## src/hw/rtl/scf_pkg.sv

```systemverilog
// Shared types and constants for the scanline coverage fill block.
`default_nettype none
package scf_pkg;
    localparam int unsigned PixOne   = 256;
    localparam int unsigned SubFirst = 32;
    localparam int unsigned SubStep  = 64;
    localparam int unsigned SubLines = 4;
    localparam int unsigned AlphaMax = 255;

    typedef enum logic [3:0] {
        ST_IDLE,
        ST_CLEAR,
        ST_SCAN_RD,
        ST_SCAN_TEST,
        ST_DIV,
        ST_SORT_RD,
        ST_SORT_CMP,
        ST_SWEEP_RD,
        ST_SWEEP_PIX,
        ST_EMIT
    } t_state;

    // Divider request and response.
    typedef struct packed {
        logic               start;
        logic signed [32:0] num;
        logic signed [16:0] den;
    } t_div_req;

    typedef struct packed {
        logic               done;
        logic signed [32:0] quo;
    } t_div_rsp;
endpackage
`default_nettype wire

```

## src/hw/rtl/scf_div.sv

```systemverilog
// Iterative signed divider, one quotient bit per cycle, truncating toward zero.
`default_nettype none
module scf_div (
    input  wire logic              i_clk,
    input  wire logic              i_rst_n,
    input  wire scf_pkg::t_div_req i_req,
    output scf_pkg::t_div_rsp      o_rsp
);
    import scf_pkg::*;

    logic        r_busy;
    logic [5:0]  r_cnt;
    logic [32:0] r_quo;
    logic [33:0] r_rem;
    logic [16:0] r_den;
    logic        r_neg;
    logic        r_done;

    logic [32:0] num_abs;
    logic [16:0] den_abs;
    logic [33:0] rem_sh;
    logic [33:0] rem_sub;

    assign num_abs = i_req.num[32] ? 33'(-i_req.num) : 33'(i_req.num);
    assign den_abs = i_req.den[16] ? 17'(-i_req.den) : 17'(i_req.den);
    assign rem_sh  = {r_rem[32:0], r_quo[32]};
    assign rem_sub = rem_sh - {17'd0, r_den};

    always_ff @(posedge i_clk) begin
        if (!i_rst_n) begin
            r_busy <= 1'b0;
            r_done <= 1'b0;
            r_cnt  <= '0;
        end else begin
            r_done <= 1'b0;
            if (i_req.start) begin
                r_busy <= 1'b1;
                r_cnt  <= 6'd33;
                r_quo  <= num_abs;
                r_rem  <= '0;
                r_den  <= den_abs;
                r_neg  <= i_req.num[32] ^ i_req.den[16];
            end else if (r_busy) begin
                if (!rem_sub[33]) begin
                    r_rem <= rem_sub;
                    r_quo <= {r_quo[31:0], 1'b1};
                end else begin
                    r_rem <= rem_sh;
                    r_quo <= {r_quo[31:0], 1'b0};
                end
                r_cnt <= r_cnt - 6'd1;
                if (r_cnt == 6'd1) begin
                    r_busy <= 1'b0;
                    r_done <= 1'b1;
                end
            end
        end
    end

    assign o_rsp.done = r_done;
    assign o_rsp.quo  = r_neg ? -$signed(r_quo) : $signed(r_quo);
endmodule
`default_nettype wire

```

## config.mk

```make
export PLATFORM = sky130hd
export DESIGN_NAME = scf_div
export DESIGN_NICKNAME = d
export VERILOG_FILES = /design/src/hw/rtl/scf_pkg.sv /design/src/hw/rtl/scf_div.sv
export SDC_FILE = /design/constraint.sdc
export NUM_CORES = 1
export LEC_CHECK = 0
export ABC_AREA = 1
export BUFFER_PORTS_ARGS = -buffer_cell sky130_fd_sc_hd__buf_4
export CORE_UTILIZATION = 45
export DETAILED_ROUTE_END_ITERATION = 10
export SLEW_MARGIN = 25
export SYNTH_ARGS = -nofsm -noshare
export SYNTH_HDL_FRONTEND = slang
export SYNTH_SLANG_ARGS = --single-unit
```

## constraint.sdc

```tcl
create_clock -name i_clk -period 6.96 [get_ports i_clk]
set_input_delay 1.392 -clock i_clk [delete_from_list [all_inputs] [get_ports i_clk]]
set_output_delay 1.392 -clock i_clk [all_outputs]
set_load 0.01 [all_outputs]
```

==> impl_results.md <==
- Fraction of the mapped netlist area in compound gates: 0.0970
- Setup TNS Final: 0 ns
- Number of search-and-repair iterations in the first detailed-routing pass: 5
- RSZ-0062 raised after global routing: false
- Syn Area/Cell: 6.87 µm²
- Synthesized cell area: 8020 µm²
- Leak Pwr: 4.24 nW
- Endpoint kind of the worst setup timing path: output port
- Final setup violation count: 0
- Count of antenna diodes in the layout: 0
- Number of gates resized after cts: 0
- Nets: 1316
- Number of failing hold endpoints at the final stage: 0
- Number of vias per cell: 4.99
- DRC violations left: 0
- Result of the run: completed
- Maximum number of pins on one net before global-route repair: 67
- Share of synthesized cell area in full adder, half adder and majority cells: 0.0368
- Post-CTS Repair Setup Buffers: 0
- Max capacitance violation total: 0
- Clock slew seen by the registers of the worst setup and hold paths: 0.07 ns
- Vias in the first global route: 7149
- Hold buffers post-CTS: 0
- Number of register bits inferred by synthesis: 92
- Number of max-slew violations in the final report: 0
- Fraction of final layout cells sized beyond drive strength 1: 0.125
- Kind of start point of the critical path: flop
- Vertical die dimension: 136 µm
- Number of clock sinks seen by CTS: 92
- F_max: 254 MHz
- Critical path required time: 5.57 ns
- Max Fanout on Critical Path: 4
- Initial DRC count: 490
- Clock tree from TritonCTS: yes
- Post-DP HPWL: 16000 µm
- TritonCTS Buffers: 9
- Drt wl/cell: 14.0 µm
- Number of vias in the routed layout: 7340
- Total cell area at the placement stage: 8800 µm²
- Simple-gate portion of the synthesized area: 0.341
- Total power per unit cell area: 196 nW/µm²
- Transition time of the tightest slew-check pin: 0.888 ns
- GRT Total Usage: 0.238
- Maximum root-to-sink buffer count: 2
- Fraction of synthesized area in multiplexers: 0
- Post-Syn Nets: 1244
- Worst Clk Skew: 0.00684 ns
- Deepest level of the CTS H-tree: 3
- Count of antenna-violating nets left after detailed routing: 0
- Largest family of logic cells by synthesized area: simple AND/OR/NAND/NOR gates
- Layout area overhead: 13.2%
- Count of port buffers added during placement: 86
- IR drop worst, VDD: 0.118 mV
- Global-route congestion overflow total: 0
- Number of flops mapped to enable cells by yosys: 84
- Final std cell area, no fill: 9080 µm²
- Row count: 48
- Cells after Synth: 1168
- Final instance count without filler cells: 1470
- XOR/XNOR share of the synthesized area: 0.0819
- Flip-flop cell with the highest count after synthesis: sky130_fd_sc_hd__edfxtp_1
- Relative slew slack: 0.408
- DRT Wirelength: 20600 µm
- CORE AREA: 17400 µm²
- Die area: 18400 µm²
- Cell taking the most area after synthesis: sky130_fd_sc_hd__edfxtp_1
- Setup Crit Path Kind: reg -> out
- First-pass GRT wire length: 34100 µm
- Hold WC Path Type: reg -> reg
- Count of cell types in the netlist: 44
- Proportion of netlist area held by the largest area contributor: 0.314
- Die width: 136 µm
- Number of fill cells: 1799
- Area contributors post-synth: sky130_fd_sc_hd__edfxtp_1 31%, sky130_fd_sc_hd__nand2_1 14%, sky130_fd_sc_hd__inv_1 8.4%
- Share of flip-flops with an asynchronous set or reset after synthesis: 0
- Placed cell count: 1454
- Starting density of the core: 0.462
- Antenna violations before repair: 0
- Worst skew pair latency: 0.36 ns
- Clock root cell: sky130_fd_sc_hd__clkbuf_16
- Minimum period implied by the final worst setup slack: 3.93 ns
- Data arrival time of the worst path: 2.54 ns
- Count of yosys warnings during synthesis: 0
- Ports placed on the boundary: 87
- Post-synthesis sequential area ratio: 0.334
- Placer Congestion: 0.886
- Final Cycle Share: 0.565
## critical path, stage by stage (launching register included)
cell and delay (ns):
sky130_fd_sc_hd__edfxtp_1 0.39, sky130_fd_sc_hd__inv_1 0.10, sky130_fd_sc_hd__ha_1 0.18, sky130_fd_sc_hd__nand3_1 0.14, sky130_fd_sc_hd__nor2_1 0.16, sky130_fd_sc_hd__inv_1 0.06, sky130_fd_sc_hd__nor2_2 0.16, sky130_fd_sc_hd__inv_1 0.06
sky130_fd_sc_hd__nor2_1 0.11, sky130_fd_sc_hd__inv_1 0.09, sky130_fd_sc_hd__o21ai_1 0.27, sky130_fd_sc_hd__o21ai_0 0.15, sky130_fd_sc_hd__nand2_1 0.08, sky130_fd_sc_hd__nand2_1 0.07, sky130_fd_sc_hd__buf_4 0.15
## flip-flops by register name, summed over array words and instances, names as in the netlist
register and count:
r_done 1, r_neg 1, r_den 17, r_busy 1, r_quo 33, r_rem 33
r_cnt 6
## where the power goes
part	switching (W)	total [W]	internal (W)
clock	0.000241	0.000489	0.000248
combinational	0.000357	0.000573	0.000216
sequential	0.0000435	0.000717	0.000674
total	0.000641	0.00178	0.00114
## final timing paths
check                          from                     end  slack, ns  depth (start not counted)
max              r_quo[1]$_DFFE_PP_               o_rsp[22]       3.03                         14
min           r_cnt[3]$_SDFFE_PP0P_   r_cnt[3]$_SDFFE_PP0P_       0.48                          2
max reg2reg  r_rem[5]$_SDFFCE_PP0P_  r_rem[6]$_SDFFCE_PP0P_       3.92                         11
min reg2reg   r_cnt[3]$_SDFFE_PP0P_   r_cnt[3]$_SDFFE_PP0P_       0.48                          2
## final cells by class
class | instances | area [µm²] | area share
Inverter | 187 | 702 | 0.0773
Clock buffer | 10 | 229 | 0.0252
Sequential cell | 92 | 2680 | 0.295
Tap cell | 225 | 282 | 0.0310
Clock inverter | 6 | 46.3 | 0.00510
Multi-Input combinational cell | 861 | 4470 | 0.492
Timing Repair Buffer | 89 | 668 | 0.0736
## logic make-up after synthesis
| logic type | after synthesis |
|---|---|
| adder cells (fa/ha/maj) | 23 |
| flip-flops | 92 |
| buffers and inverters | 215 |
| AND/OR/NAND/NOR | 634 |
| AO/OA/AOI/OAI | 129 |
| XOR/XNOR | 75 |
## metrics by stage
step	util	setup WS, ns	hold WS, ns	total power, W
2_1_floorplan	-	3.09	0.447	0.00112
4_1_cts	0.523	2.98	0.482	0.00179
3_3_place_gp	0.507	3.44	0.464	0.00130
3_5_place_dp	0.507	3.39	0.472	0.00130
5_1_grt	0.523	2.80	0.528	0.00190
6_report	0.523	3.03	0.477	0.00178
## cells in the final DEF, fill, tap and decap left out, types with 3 or more instances in the layout
cell type,netlist,routed
sky130_fd_sc_hd__o21ai_0,58,58
sky130_fd_sc_hd__inv_1,180,180
sky130_fd_sc_hd__a21oi_2,7,7
sky130_fd_sc_hd__xor2_1,60,60
sky130_fd_sc_hd__nand2_1,307,306
sky130_fd_sc_hd__ha_1,22,22
sky130_fd_sc_hd__o21bai_2,9,9
sky130_fd_sc_hd__nand2_2,10,11
sky130_fd_sc_hd__xnor2_1,15,15
sky130_fd_sc_hd__nand4_1,24,24
sky130_fd_sc_hd__or2_2,3,3
sky130_fd_sc_hd__nor2_2,5,5
sky130_fd_sc_hd__o31ai_1,6,6
sky130_fd_sc_hd__a21oi_1,30,30
sky130_fd_sc_hd__clkbuf_16,0,9
sky130_fd_sc_hd__a31oi_1,6,6
sky130_fd_sc_hd__nand3b_1,5,5
sky130_fd_sc_hd__nand2_4,3,3
sky130_fd_sc_hd__nor3_1,27,27
sky130_fd_sc_hd__nand3_1,88,88
sky130_fd_sc_hd__edfxtp_1,84,84
sky130_fd_sc_hd__o21ai_1,3,3
sky130_fd_sc_hd__o21bai_1,5,5
sky130_fd_sc_hd__inv_2,7,7
sky130_fd_sc_hd__nor2_1,150,150
sky130_fd_sc_hd__dfxtp_1,8,8
sky130_fd_sc_hd__buf_4,2,89
## metal layers
layer / global-route usage / wire [µm] / vias up
li1: - / - / 3894
met1: 0.297 / 9380 / 3239
met2: 0.414 / 9820 / 175
met3: 0.0236 / 776 / 32
met4: 0.109 / 644 / 0
met5: 0 / 0 / -
## synthesized netlist by cell type, types with 2 or more instances
cell and number:
sky130_fd_sc_hd__o21ai_1 3, sky130_fd_sc_hd__buf_4 2, sky130_fd_sc_hd__dfxtp_1 8, sky130_fd_sc_hd__a31oi_1 6
sky130_fd_sc_hd__or3_1 2, sky130_fd_sc_hd__edfxtp_1 84, sky130_fd_sc_hd__nand3b_1 5, sky130_fd_sc_hd__o21bai_1 5
sky130_fd_sc_hd__and2_1 2, sky130_fd_sc_hd__o211ai_1 2, sky130_fd_sc_hd__buf_12 2, sky130_fd_sc_hd__clkbuf_1 18
sky130_fd_sc_hd__o21ai_0 58, sky130_fd_sc_hd__buf_2 3, sky130_fd_sc_hd__ha_1 22, sky130_fd_sc_hd__o21bai_2 9
sky130_fd_sc_hd__nand3_2 2, sky130_fd_sc_hd__nand2_1 307, sky130_fd_sc_hd__inv_1 180, sky130_fd_sc_hd__a21oi_1 30
sky130_fd_sc_hd__or2_2 3, sky130_fd_sc_hd__xor2_1 60, sky130_fd_sc_hd__nand2_2 10, sky130_fd_sc_hd__xnor2_1 15
sky130_fd_sc_hd__nand3_1 88, sky130_fd_sc_hd__nor2_1 150, sky130_fd_sc_hd__nor3_1 27, sky130_fd_sc_hd__nor2_4 2
sky130_fd_sc_hd__a21oi_2 7, sky130_fd_sc_hd__inv_2 7, sky130_fd_sc_hd__nand4_1 24, sky130_fd_sc_hd__o31ai_1 6
sky130_fd_sc_hd__nor2_2 5, sky130_fd_sc_hd__nand2_4 3, sky130_fd_sc_hd__buf_8 2
No activity file was read; power rests on OpenSTA's default activity.
